### config.mk
export PLATFORM = sky130hd
export DESIGN_NAME = basic_timer_with_pwm_ratio_unit
export DESIGN_NICKNAME = d
export VERILOG_FILES = /design/src/rtl/btpwm_pkg.sv /design/src/rtl/btpwm_ctrl.sv /design/src/rtl/btpwm_dp.sv /design/src/rtl/basic_timer_with_pwm_ratio_unit.sv
export SDC_FILE = /design/constraint.sdc
export NUM_CORES = 1
export LEC_CHECK = 0
export BUFFER_PORTS_ARGS = -buffer_cell sky130_fd_sc_hd__buf_2
export CAP_MARGIN = 25
export CORE_MARGIN = 2
export CORE_UTILIZATION = 30
export CTS_BUF_LIST = sky130_fd_sc_hd__clkbuf_8
export CTS_CLUSTER_DIAMETER = 50
export CTS_CLUSTER_SIZE = 25
export DETAILED_ROUTE_END_ITERATION = 6
export HOLD_SLACK_MARGIN = 0.06
export PLACE_DENSITY = 0.53
export SETUP_SLACK_MARGIN = 0.02
export SYNTH_ARGS = -nofsm -noshare
export SYNTH_HDL_FRONTEND = slang
export SYNTH_SLANG_ARGS = --single-unit
### constraint.sdc
create_clock -name clk_i -period 10.9 [get_ports clk_i]
set_clock_uncertainty 0.05 [all_clocks]
set_input_delay 0.545 -clock clk_i [delete_from_list [all_inputs] [get_ports clk_i]]
set_output_delay 0.545 -clock clk_i [all_outputs]
set_load 0.005 [all_outputs]
### src/rtl/btpwm_pkg.sv
// Shared constants, types and state encoding of the timer with PWM ratio unit.
package btpwm_pkg;

  localparam int unsigned NumRegs = 21;

  // Item commands.
  localparam logic [1:0] CmdRead  = 2'd0;
  localparam logic [1:0] CmdWrite = 2'd1;
  localparam logic [1:0] CmdTick  = 2'd2;

  // Access sizes.
  localparam logic [1:0] Size1 = 2'd0;
  localparam logic [1:0] Size2 = 2'd1;

  // Register word indexes.
  localparam logic [4:0] IdxCr1   = 5'd0;
  localparam logic [4:0] IdxDier  = 5'd3;
  localparam logic [4:0] IdxSr    = 5'd4;
  localparam logic [4:0] IdxCcmr1 = 5'd6;
  localparam logic [4:0] IdxCcmr2 = 5'd7;
  localparam logic [4:0] IdxCcer  = 5'd8;
  localparam logic [4:0] IdxPsc   = 5'd10;
  localparam logic [4:0] IdxArr   = 5'd11;
  localparam logic [4:0] IdxCcr1  = 5'd13;
  localparam logic [4:0] IdxCcr2  = 5'd14;

  // Field masks.
  localparam logic [31:0] CntModeMask = 32'h0000_0070;
  localparam logic [31:0] Oc1ModeMask = 32'h0000_0060;
  localparam logic [31:0] Cc1SelMask  = 32'h0000_0003;
  localparam logic [31:0] Oc2ModeMask = 32'h0000_6000;
  localparam logic [31:0] Cc2SelMask  = 32'h0000_0300;
  localparam logic [31:0] Cc1EnMask   = 32'h0000_0001;
  localparam logic [31:0] Cc2EnMask   = 32'h0000_0010;

  localparam logic [7:0] RatioMax = 8'd255;

  typedef enum logic [2:0] {
    StIdle,
    StExec,
    StPrep,
    StCmp,
    StDiv,
    StFinish
  } state_e;

  typedef struct packed {
    logic capture;
    logic exec;
    logic prep;
    logic cmp;
    logic div;
  } dp_cmd_t;

  typedef struct packed {
    logic need_div;
    logic sat;
    logic div_last;
  } dp_status_t;

  typedef struct packed {
    logic [31:0] read_data;
    logic        irq;
    logic        pwm_en;
    logic [7:0]  ratio;
    logic        upd;
    logic        err;
  } result_t;

endpackage

### src/rtl/btpwm_ctrl.sv
// Controller state machine that sequences execution and the ratio division.
module btpwm_ctrl (
  input  logic                  clk_i,
  input  logic                  rst_ni,
  input  logic                  in_valid_i,
  input  logic                  out_free_i,
  input  btpwm_pkg::dp_status_t status_i,
  output logic                  in_stall_o,
  output logic                  load_o,
  output btpwm_pkg::dp_cmd_t    cmd_o
);

  btpwm_pkg::state_e state_q, state_d;

  always_ff @(posedge clk_i or negedge rst_ni) begin
    if (!rst_ni) begin
      state_q <= btpwm_pkg::StIdle;
    end else begin
      state_q <= state_d;
    end
  end

  always_comb begin
    state_d = state_q;
    case (state_q)
      btpwm_pkg::StIdle: begin
        if (in_valid_i) state_d = btpwm_pkg::StExec;
      end
      btpwm_pkg::StExec: begin
        state_d = status_i.need_div ? btpwm_pkg::StPrep : btpwm_pkg::StFinish;
      end
      btpwm_pkg::StPrep: state_d = btpwm_pkg::StCmp;
      btpwm_pkg::StCmp: begin
        state_d = status_i.sat ? btpwm_pkg::StFinish : btpwm_pkg::StDiv;
      end
      btpwm_pkg::StDiv: begin
        if (status_i.div_last) state_d = btpwm_pkg::StFinish;
      end
      btpwm_pkg::StFinish: begin
        if (out_free_i) state_d = btpwm_pkg::StIdle;
      end
      default: state_d = btpwm_pkg::StIdle;
    endcase
  end

  always_comb begin
    in_stall_o    = (state_q != btpwm_pkg::StIdle);
    cmd_o.capture = (state_q == btpwm_pkg::StIdle) && in_valid_i;
    cmd_o.exec    = (state_q == btpwm_pkg::StExec);
    cmd_o.prep    = (state_q == btpwm_pkg::StPrep);
    cmd_o.cmp     = (state_q == btpwm_pkg::StCmp);
    cmd_o.div     = (state_q == btpwm_pkg::StDiv);
    load_o        = (state_q == btpwm_pkg::StFinish) && out_free_i;
  end

endmodule

### src/rtl/btpwm_dp.sv
// Datapath: register file, tick counter, byte lanes and the ratio divider.
module btpwm_dp (
  input  logic                  clk_i,
  input  logic                  rst_ni,
  input  btpwm_pkg::dp_cmd_t    cmd_i,
  input  logic [1:0]            command_i,
  input  logic [4:0]            reg_index_i,
  input  logic [1:0]            byte_offset_i,
  input  logic [1:0]            access_size_i,
  input  logic [31:0]           write_data_i,
  output btpwm_pkg::dp_status_t status_o,
  output btpwm_pkg::result_t    result_o
);

  // Captured request.
  logic [1:0]  cmd_q;
  logic [4:0]  idx_q;
  logic [1:0]  off_q;
  logic [1:0]  size_q;
  logic [31:0] wd_q;

  // Architectural state.
  logic [31:0] cr1_q, cr1_d, dier_q, dier_d, sr_q, sr_d, ccmr1_q, ccmr1_d;
  logic [31:0] ccmr2_q, ccmr2_d, ccer_q, ccer_d, psc_q, psc_d, arr_q, arr_d;
  logic [31:0] ccr1_q, ccr1_d, ccr2_q, ccr2_d, tick_q, tick_d;
  logic        irq_q, irq_d, en_q, en_d;
  logic [7:0]  ratio_q, ratio_d;

  // Result fields of the current request.
  logic [31:0] rd_q, rd_d;
  logic        upd_q, upd_d, err_q, err_d;

  // Divider.
  logic [31:0] cmp_q, cmp_d, div_q, div_d, rem_q, rem_d;
  logic [39:0] num_q, num_d;
  logic [7:0]  low_q, low_d, quo_q, quo_d;
  logic [2:0]  step_q, step_d;

  logic [31:0] old_word, lane_mask, lane, merged, tick_inc;
  logic [4:0]  shamt;
  logic        valid_idx, is_ccer_wr, sel1, sel2;
  logic [32:0] trial;
  logic        trial_ge;

  always_ff @(posedge clk_i) begin
    if (cmd_i.capture) begin
      cmd_q  <= command_i;
      idx_q  <= reg_index_i;
      off_q  <= byte_offset_i;
      size_q <= access_size_i;
      wd_q   <= write_data_i;
    end
    rd_q   <= rd_d;
    upd_q  <= upd_d;
    err_q  <= err_d;
    cmp_q  <= cmp_d;
    div_q  <= div_d;
    rem_q  <= rem_d;
    num_q  <= num_d;
    low_q  <= low_d;
    quo_q  <= quo_d;
    step_q <= step_d;
  end

  always_ff @(posedge clk_i or negedge rst_ni) begin
    if (!rst_ni) begin
      cr1_q   <= '0;
      dier_q  <= '0;
      sr_q    <= '0;
      ccmr1_q <= '0;
      ccmr2_q <= '0;
      ccer_q  <= '0;
      psc_q   <= '0;
      arr_q   <= '0;
      ccr1_q  <= '0;
      ccr2_q  <= '0;
      tick_q  <= '0;
      irq_q   <= 1'b0;
      en_q    <= 1'b0;
      ratio_q <= '0;
    end else begin
      cr1_q   <= cr1_d;
      dier_q  <= dier_d;
      sr_q    <= sr_d;
      ccmr1_q <= ccmr1_d;
      ccmr2_q <= ccmr2_d;
      ccer_q  <= ccer_d;
      psc_q   <= psc_d;
      arr_q   <= arr_d;
      ccr1_q  <= ccr1_d;
      ccr2_q  <= ccr2_d;
      tick_q  <= tick_d;
      irq_q   <= irq_d;
      en_q    <= en_d;
      ratio_q <= ratio_d;
    end
  end

  // Word read at the request index; unimplemented words read as zero.
  always_comb begin
    case (idx_q)
      btpwm_pkg::IdxCr1:   old_word = cr1_q;
      btpwm_pkg::IdxDier:  old_word = dier_q;
      btpwm_pkg::IdxSr:    old_word = sr_q;
      btpwm_pkg::IdxCcmr1: old_word = ccmr1_q;
      btpwm_pkg::IdxCcmr2: old_word = ccmr2_q;
      btpwm_pkg::IdxCcer:  old_word = ccer_q;
      btpwm_pkg::IdxPsc:   old_word = psc_q;
      btpwm_pkg::IdxArr:   old_word = arr_q;
      btpwm_pkg::IdxCcr1:  old_word = ccr1_q;
      btpwm_pkg::IdxCcr2:  old_word = ccr2_q;
      default:             old_word = '0;
    endcase
  end

  always_comb begin
    case (size_q)
      btpwm_pkg::Size1: lane_mask = 32'h0000_00ff;
      btpwm_pkg::Size2: lane_mask = 32'h0000_ffff;
      default:          lane_mask = 32'hffff_ffff;
    endcase
    shamt     = {off_q, 3'b000};
    lane      = lane_mask << shamt;
    // A full word write ignores the offset.
    merged    = (lane_mask == 32'hffff_ffff) ? wd_q
                : ((old_word & ~lane) | ((wd_q & lane_mask) << shamt));
    valid_idx = (32'(idx_q) < btpwm_pkg::NumRegs);
    is_ccer_wr = (cmd_q == btpwm_pkg::CmdWrite) && valid_idx
                 && (idx_q == btpwm_pkg::IdxCcer);
    sel1 = ((merged & btpwm_pkg::Cc1EnMask) != '0)
           && ((ccmr1_q & btpwm_pkg::Oc1ModeMask) == btpwm_pkg::Oc1ModeMask)
           && ((ccmr1_q & btpwm_pkg::Cc1SelMask) == '0);
    sel2 = ((merged & btpwm_pkg::Cc2EnMask) != '0)
           && ((ccmr1_q & btpwm_pkg::Oc2ModeMask) == btpwm_pkg::Oc2ModeMask)
           && ((ccmr1_q & btpwm_pkg::Cc2SelMask) == '0);
    tick_inc = tick_q + 32'd1;
    trial    = {rem_q, low_q[7]};
    trial_ge = (trial >= {1'b0, div_q});
  end

  always_comb begin
    status_o.need_div = is_ccer_wr && (sel1 || sel2) && (arr_q != '0);
    status_o.sat      = (num_q >= {div_q, 8'h00});
    status_o.div_last = (step_q == 3'd7);
  end

  always_comb begin
    cr1_d = cr1_q; dier_d = dier_q; sr_d = sr_q; ccmr1_d = ccmr1_q;
    ccmr2_d = ccmr2_q; ccer_d = ccer_q; psc_d = psc_q; arr_d = arr_q;
    ccr1_d = ccr1_q; ccr2_d = ccr2_q; tick_d = tick_q;
    irq_d = irq_q; en_d = en_q; ratio_d = ratio_q;
    rd_d = rd_q; upd_d = upd_q; err_d = err_q;
    cmp_d = cmp_q; div_d = div_q; rem_d = rem_q; num_d = num_q;
    low_d = low_q; quo_d = quo_q; step_d = step_q;

    if (cmd_i.exec) begin
      rd_d  = '0;
      upd_d = 1'b0;
      err_d = 1'b0;
      if ((cmd_q == btpwm_pkg::CmdRead) || (cmd_q == btpwm_pkg::CmdWrite)) begin
        if (!valid_idx) begin
          err_d = 1'b1;
        end else if (cmd_q == btpwm_pkg::CmdRead) begin
          rd_d = (old_word >> shamt) & lane_mask;
        end else begin
          case (idx_q)
            btpwm_pkg::IdxCr1: begin
              if (!cr1_q[0] && merged[0]) begin
                tick_d = '0;
                en_d   = 1'b1;
              end else if (cr1_q[0] && !merged[0]) begin
                en_d = 1'b0;
              end
              cr1_d = merged;
            end
            btpwm_pkg::IdxSr: begin
              if (sr_q[0] && !merged[0]) irq_d = 1'b0;
              sr_d = sr_q & merged;
            end
            btpwm_pkg::IdxCcer: begin
              ccer_d = merged;
              upd_d  = 1'b1;
              cmp_d  = sel1 ? ccr1_q : ccr2_q;
              div_d  = arr_q;
              if (!(sel1 || sel2)) begin
                ratio_d = '0;
              end else if (arr_q == '0) begin
                ratio_d = btpwm_pkg::RatioMax;
              end
            end
            btpwm_pkg::IdxDier:  dier_d  = merged;
            btpwm_pkg::IdxCcmr1: ccmr1_d = merged;
            btpwm_pkg::IdxCcmr2: ccmr2_d = merged;
            btpwm_pkg::IdxPsc:   psc_d   = merged;
            btpwm_pkg::IdxArr:   arr_d   = merged;
            btpwm_pkg::IdxCcr1:  ccr1_d  = merged;
            btpwm_pkg::IdxCcr2:  ccr2_d  = merged;
            default: ;
          endcase
        end
      end else if (cmd_q == btpwm_pkg::CmdTick) begin
        // Counting runs only while enabled in up-count mode.
        if (cr1_q[0] && ((cr1_q & btpwm_pkg::CntModeMask) == '0)) begin
          if (tick_inc >= arr_q) begin
            tick_d = '0;
            sr_d   = sr_q | 32'd1;
            irq_d  = 1'b1;
          end else begin
            tick_d = tick_inc;
          end
        end
      end
    end

    // compare * 255 as (compare << 8) - compare.
    if (cmd_i.prep) begin
      num_d = {cmp_q, 8'h00} - {8'h00, cmp_q};
    end

    // Below the saturation bound the high part is already smaller than ARR,
    // so eight restoring steps give the quotient.
    if (cmd_i.cmp) begin
      if (status_o.sat) begin
        ratio_d = btpwm_pkg::RatioMax;
      end else begin
        rem_d  = num_q[39:8];
        low_d  = num_q[7:0];
        quo_d  = '0;
        step_d = '0;
      end
    end

    if (cmd_i.div) begin
      rem_d  = trial_ge ? 32'(trial - {1'b0, div_q}) : trial[31:0];
      low_d  = {low_q[6:0], 1'b0};
      quo_d  = {quo_q[6:0], trial_ge};
      step_d = step_q + 3'd1;
      if (status_o.div_last) ratio_d = {quo_q[6:0], trial_ge};
    end
  end

  always_comb begin
    result_o.read_data = rd_q;
    result_o.irq       = irq_q;
    result_o.pwm_en    = en_q;
    result_o.ratio     = ratio_q;
    result_o.upd       = upd_q;
    result_o.err       = err_q;
  end

endmodule

### src/rtl/basic_timer_with_pwm_ratio_unit.sv
// Top level of the timer with PWM ratio unit: controller, datapath, result register.
// The input channel carries one request at a time: a register read, a register
// write or one timer tick. A request is taken when in_valid_i is high and
// in_stall_o is low; in_stall_o stays high while a request is being worked on.
// Each request gives exactly one result on the output channel, held in a
// result register while out_stall_i is high; the unit then waits in its last
// step until that register is free.
// Reads, ticks and most writes pass from acceptance through an execute state
// and a finish state, where the result register is loaded; a new request can
// be taken in the cycle after that load. A CCER write that needs the duty
// ratio adds a product step, a saturation compare and, unless it saturates,
// eight steps of the restoring divider, one quotient bit per cycle.
// The interrupt, enable and ratio levels are those after the request.
// Reset clears all timer registers, the tick count and the interrupt, enable
// and ratio levels; the unit is ready for a request as soon as reset is released.
module basic_timer_with_pwm_ratio_unit (
  input  logic        clk_i,
  input  logic        rst_ni,
  input  logic        in_valid_i,
  output logic        in_stall_o,
  input  logic [1:0]  command_i,
  input  logic [4:0]  reg_index_i,
  input  logic [1:0]  byte_offset_i,
  input  logic [1:0]  access_size_i,
  input  logic [31:0] write_data_i,
  output logic        out_valid_o,
  input  logic        out_stall_i,
  output logic [31:0] read_data_o,
  output logic        irq_level_o,
  output logic        pwm_enable_level_o,
  output logic [7:0]  pwm_ratio_o,
  output logic        ratio_updated_o,
  output logic        access_error_o
);

  btpwm_pkg::dp_cmd_t    dp_cmd;
  btpwm_pkg::dp_status_t dp_status;
  btpwm_pkg::result_t    result, res_q;
  logic                  load, out_free;
  logic                  out_valid_q, out_valid_d;

  assign out_free = !out_valid_q || !out_stall_i;

  btpwm_ctrl u_ctrl (
    .clk_i      (clk_i),
    .rst_ni     (rst_ni),
    .in_valid_i (in_valid_i),
    .out_free_i (out_free),
    .status_i   (dp_status),
    .in_stall_o (in_stall_o),
    .load_o     (load),
    .cmd_o      (dp_cmd)
  );

  btpwm_dp u_dp (
    .clk_i         (clk_i),
    .rst_ni        (rst_ni),
    .cmd_i         (dp_cmd),
    .command_i     (command_i),
    .reg_index_i   (reg_index_i),
    .byte_offset_i (byte_offset_i),
    .access_size_i (access_size_i),
    .write_data_i  (write_data_i),
    .status_o      (dp_status),
    .result_o      (result)
  );

  always_comb begin
    out_valid_d = out_valid_q && out_stall_i;
    if (load) out_valid_d = 1'b1;
  end

  always_ff @(posedge clk_i or negedge rst_ni) begin
    if (!rst_ni) begin
      out_valid_q <= 1'b0;
    end else begin
      out_valid_q <= out_valid_d;
    end
  end

  always_ff @(posedge clk_i) begin
    if (load) res_q <= result;
  end

  assign out_valid_o        = out_valid_q;
  assign read_data_o        = res_q.read_data;
  assign irq_level_o        = res_q.irq;
  assign pwm_enable_level_o = res_q.pwm_en;
  assign pwm_ratio_o        = res_q.ratio;
  assign ratio_updated_o    = res_q.upd;
  assign access_error_o     = res_q.err;

endmodule

==> impl_metrics.toml, run 1 <==
[grt]
grt_pass1_wl_um = 151000
grt.total_usage_pct = 17.9
antenna_found_initial = 2
grt-ovfl-total = 0
grt_max_degree = 154
grt_pass1_vias = 22900

[timing]
hold_violations = 0
grt_setup_unrepaired = "false"
worst_slew_pin_slew_ps = 974
min_period_ps = 4670
finalSetupTns_ps = 0
fin_crit_sh_pct = 42.8
relSlewSlack_pct = 33.2
fmax_mhz = 214
drv_slew = 0
setup_viol = 0

[critical_path]
worstPathArrival_ps = 5230
cp_max_fo = 34
required_ps = 11470
cp-end-kind = "flop"
critPathLaunchType = "flop"
criticalPathCategory = "flop to flop"

[synth]
ys.flop_type = "dfrtp_1"
syn_nets = 3024
synth-async-reset-ratio_pct = 57.1
syn_avg_cell_area_um2 = 11.3
syn_inst = 2851
yosysSeqAreaShare_pct = 54.0
synth_edf_count = 274
ys_seq_elements = 641
synth.distinct_cells = 94
yosysWarningCount = 0
syn_area_um2 = 32200

[layout]
drive_above_1_share_pct = 16.6
fin_util_pct = 34.1
nets = 3132
num_antenna_cells = 0
design_area_um2 = 36400
synthToLayoutAreaGrowth_pct = 13.0
largest_register = "u_dp.num_q"
layout_commonest_cell = "dfrtp_1"
layout_common_cells = "366 x dfrtp_1, 315 x nand2_1, 274 x edfxtp_1, 234 x o21ai_0, 174 x mux2_2"
final_cells = 4424
largest_register_ffs = 40

[pwr]
power_density_nw_per_um2 = 183
pwr-share-seq_pct = 47.5
combPwrFrac_pct = 24.1
power_switching_uw = 2330
power_leakage_uw = 0.0155
swShare_pct = 35.0
p_total_uw = 6650
pwr-share-clk_pct = 28.4
internal_power_uw = 4320
ir_worst_vdd_v = 0.0000986

[clock_tree]
h-tree-depth = 3
tritoncts = "built"
clkLatencyLatePin_ps = 720
numCtsBuffers = 74
clock-root-buffer = "clkbuf_8"
clock_path_buffers = 3
postCtsSetupRepairBufs = 0
path_clk_slew_ps = 90
cts_sinks = 641

[place]
dp_hpwl_um = 67900
io_buffers = 92
place.gp.congestion = 0.870
placed_cells = 4240
placed_area_um2 = 34200

[detailed_routing]
drtPass1Iterations = 5
post_drt_wl_per_cell_um = 22.6
antenna_left = 0
wl_um = 100000
viasPerCell = 5.24
drt-initial-drc-count = 2032
num_vias = 23200
drc = 0

[floorplan]
die_width_um = 332
start_util_pct = 30.2
core_area_um2 = 107000
num_rows = 120
num_io_pins = 93
die_h_um = 332
fp.dieArea_um2 = 110000

[outcome]
outcome = "complete, no violations"

[flow_run]
maxCapViolCount = 0

[worst_hold_path]
hold_path_class = "input port to flop"
-- critical path, stage by stage, from the launching register on --
cell      delay [ps]
dfrtp_1          440
ha_1             280
nand4_1          150
nor2_1           310
and3_1           310
nand2_1          150
or4_1            620
nor2_1           220
xor2_1           160
ha_1             260
a21o_1           170
a21oi_1          190
nand2b_1          80
o31ai_1          260
nand4b_1         140
buf_4            290
nor2_1           280
nand2_1           80
o21ai_0          150
-- cell families after synthesis --
logic type	Yosys count	synth area share (%)
flip-flops	641	54.0
AND/OR/NAND/NOR	717	10.8
buffers and inverters	278	3.54
XOR/XNOR	95	2.58
multiplexers	248	8.57
AO/OA/AOI/OAI	746	15.5
adder cells (fa/ha/maj)	126	4.92
-- routing by layer --
metal | routed length (um) | vias up | global-route usage (%)
met5 | 0 | - | 0
met4 | 2640 | 0 | 5.07
met3 | 5550 | 152 | 2.61
met2 | 44400 | 704 | 27.7
met1 | 47500 | 11600 | 26.0
li1 | - | 10700 | -
-- worst paths after layout --
path                                     start                 to  slack, ps  cells past startpoint
worst max-delay path            u_dp.tick_q[0]    u_dp.tick_q[23]       6230                     18
worst min-delay path                in_valid_i  u_ctrl.state_q[0]        300                      4
worst max register to register  u_dp.tick_q[0]    u_dp.tick_q[23]       6230                     18
worst min register to register    u_dp.rd_q[9]     read_data_o[9]        380                      0
max in group asynchronous               rst_ni    u_dp.ccr1_q[14]       8650                      5
min in group asynchronous               rst_ni    u_dp.ratio_q[3]        420                      2
-- per-stage QoR --
step	hold slack, ps	setup slack (ps)
floorplan	199	5730
global placement	353	6380
detailed placement	355	6290
CTS	243	6260
global route	277	5890
finish	303	6230
-- power by group through the flow --
| stage | clock [uW] | sequential [uW] | combinational (uW) |
|---|---|---|---|
| after global placement | 0 | 3200 | 1580 |
| after CTS | 1950 | 3150 | 1610 |
| after detailed placement | 0 | 3200 | 1590 |
| after global routing | 2040 | 3190 | 1770 |
| final | 1890 | 3160 | 1600 |
| after floorplan | 0 | 3090 | 1110 |
-- synth_stat cells (21+ instances only) --
library cell / count / share of area, %
o21ai_0: 234 / 3.6
ha_1: 125 / 4.9
xor2_1: 35 / 0.95
mux2_2: 174 / 6.1
a22o_1: 44 / 1.2
buf_2: 27 / 0.42
o21a_1: 50 / 1.2
xnor2_1: 60 / 1.6
a22oi_1: 83 / 1.9
nand4_1: 29 / 0.56
inv_1: 125 / 1.5
nor2b_1: 40 / 0.78
a221oi_1: 45 / 1.2
dfrtp_1: 366 / 28
nand2_1: 324 / 3.8
and3_1: 43 / 0.84
a21oi_1: 87 / 1.4
nand3_1: 32 / 0.50
nor3_1: 21 / 0.33
clkbuf_1: 106 / 1.2
o22ai_1: 24 / 0.47
nand2b_1: 25 / 0.49
edfxtp_1: 274 / 26
and2_1: 29 / 0.56
mux2_1: 30 / 1.0
nor2_1: 112 / 1.3
a21o_1: 41 / 0.96
o211ai_1: 21 / 0.49
mux2i_1: 41 / 1.3
-- layout make-up --
cell class,count,area [um2]
Inverter,125,470
Clock inverter,59,609
Clock buffer,79,1090
Multi-Input combinational cell,1932,13700
Sequential cell,641,17400
Timing Repair Buffer,185,1330
Tap cell,1403,1760
Fill cell,10700,70400
-- timing repair --
action,CTS,global route
endpoints found under the hold margin,137,0
gates resized for setup,0,0
hold buffers,45,0
Power figures use the tool's default switching activity.
==> inputs of run 2 (changes only) <==
PLACE_DENSITY = 0.55   (was 0.53)
clock period = 3.77 ns   (was 10.9 ns; I/O delays follow)
==> run 2 against run 1 <==
Compared with the run above: sequential share of layout area shrank 1.9 points; cell count rose by 2.9%; worst setup slack worse by 6200 ps; flip-flop and latch count did not move; die area unchanged; largest power group unchanged; highest routed layer unchanged.
==> impl_metrics.toml, run 2 (same netlist as run 1, synthesis figures left out) <==
[outcome]
outcome = "complete, no violations"

[critical_path]
cp-end-kind = "flop"
critPathLaunchType = "flop"
r2r-end = "u_dp.tick_q[24]"
worstPathArrival_ps = 4250
r2r-start = "u_dp.tick_q[0]"
required_ps = 4320
cp_max_fo = 12
ff2ff_path_depth = 19
criticalPathCategory = "flop to flop"
rrSetupSlack_ps = 80

[detailed_routing]
drc = 0
drt-initial-drc-count = 2135
num_vias = 23600
viasPerCell = 5.19
post_drt_wl_per_cell_um = 22.0
drtPass1Iterations = 6
wl_um = 100000
antenna_left = 0

[layout]
nets = 3264
synthToLayoutAreaGrowth_pct = 17.7
layout_commonest_cell = "dfrtp_1"
largest_register = "u_dp.num_q"
num_antenna_cells = 0
layout_common_cells = "366 x dfrtp_1, 313 x nand2_1, 274 x edfxtp_1, 206 x o21ai_0, 174 x mux2_2"
largest_register_ffs = 40
num-fill-cells = 10600
ff_latch_area_um2 = 17400
drive_above_1_share_pct = 20.8
multiInputGateArea_um2 = 13900

[flow_run]
maxCapViolCount = 0

[grt]
antenna_found_initial = 1
grt.total_usage_pct = 17.9
grt_pass1_vias = 23300
grt-ovfl-total = 0
grt_pass1_wl_um = 152000
grt_max_degree = 110

[floorplan]
die_width_um = 332
num_rows = 120
fp.dieArea_um2 = 110000
die_h_um = 332
start_util_pct = 30.2
core_area_um2 = 107000
num_io_pins = 93

[pwr]
p_total_uw = 19700
power_leakage_uw = 0.0163
power_density_nw_per_um2 = 520
ir_worst_vdd_v = 0.000308

[timing]
setup_ws_ps = 77.8
grt_setup_unrepaired = "true"
min_period_ps = 3690
setup_viol = 0
relSlewSlack_pct = 26.4
worst_slew_pin_slew_ps = 1100
finalSetupTns_ps = 0
fmax_mhz = 271
drv_slew = 0
fin_crit_sh_pct = 97.9
hold_violations = 0
hold_ws_ps = 91.2

[clock_tree]
path_clk_slew_ps = 100
clkLatencyLatePin_ps = 750
cts_sinks = 641
h-tree-depth = 3
tritoncts = "built"
clock_path_buffers = 3
numCtsBuffers = 70
clock-root-buffer = "clkbuf_8"

[place]
io_buffers = 92
dp_hpwl_um = 70000
place.gp.congestion = 0.896
place_ws_ps = -17.3

[worst_hold_path]
hold_path_class = "input port to asynchronous set/reset pin"
[run 2: cell count changes in the layout (fill, tap and decap cells not counted), moves of 7 or more]
cell	change
buf_12	+22
buf_4	+102
inv_6	-7
o21ai_0	-28
o21ai_1	+28
[run 2: final cells by class]
class                           count  area share (%)
Sequential cell                   641            45.9
Multi-Input combinational cell   1932            36.8
Timing Repair Buffer              321            7.02
Tap cell                         1403            4.63
Clock buffer                       73            2.65
Clock inverter                     56            1.79
Inverter                          125            1.24
[run 2: layer usage]
metal	wire, um	share of wire (%)	vias up	GRT usage (%)
met1	48100	48	11900	26.0
li1	-	-	11000	-
met3	4880	4.9	136	2.71
met4	2290	2.3	0	4.28
met5	0	0	-	0
met2	44900	45	680	28.0
[run 2: what timing repair did]
item / in CTS / in global routing
pin swaps: 0 / 13
hold endpoints to repair: 422 / 0
setup buffers: 0 / 7
resized for setup: 2 / 58
endpoints found under the setup margin: 19 / 34
hold buffers: 52 / 0
[run 2: how the worst max path moves through the flow]
stage | end | slack [ps] | from
after global routing | u_dp.tick_q[24] | -70 | u_dp.tick_q[0]
final | u_dp.tick_q[24] | 80 | u_dp.tick_q[0]
after global placement | u_dp.tick_q[26] | -10 | u_dp.tick_q[1]
after floorplan | u_dp.tick_q[28] | -140 | u_dp.tick_q[0]
after detailed placement | u_dp.tick_q[22] | -20 | u_dp.tick_q[1]
after CTS | u_dp.tick_q[26] | 20 | u_dp.tick_q[1]
[run 2: worst max-delay path, stage by stage (launching register included)]
cell and delay [ps]:
dfrtp_1 430, ha_4 160, nand4_1 130, nor2_2 140, and3_4 210, nand2_4 60, or4_4 470, nor2_4 140
xor2_1 160, ha_1 270, a21o_1 170, a21oi_2 160, nand2b_1 70, o31ai_1 200, nand4b_1 160, buf_6 190
buf_12 150, nor2b_1 110, o21ai_0 100, o31ai_2 80
[run 2: report_power, final]
group / internal (uW) / switching, uW / leakage [uW]
combinational: 2010 / 3160 / 0.00790
sequential: 8450 / 586 / 0.00758
clock: 2410 / 3090 / 0.000859
total: 12900 / 6830 / 0.0163
[run 2: metrics by stage]
step	util, %	cell area (um2)	instances
after floorplan	-	32300	2851
after CTS	35.3	37700	4545
after global placement	33.2	35500	4364
final	35.5	37900	4551
after detailed placement	33.2	35500	4364
after global routing	35.5	37900	4551
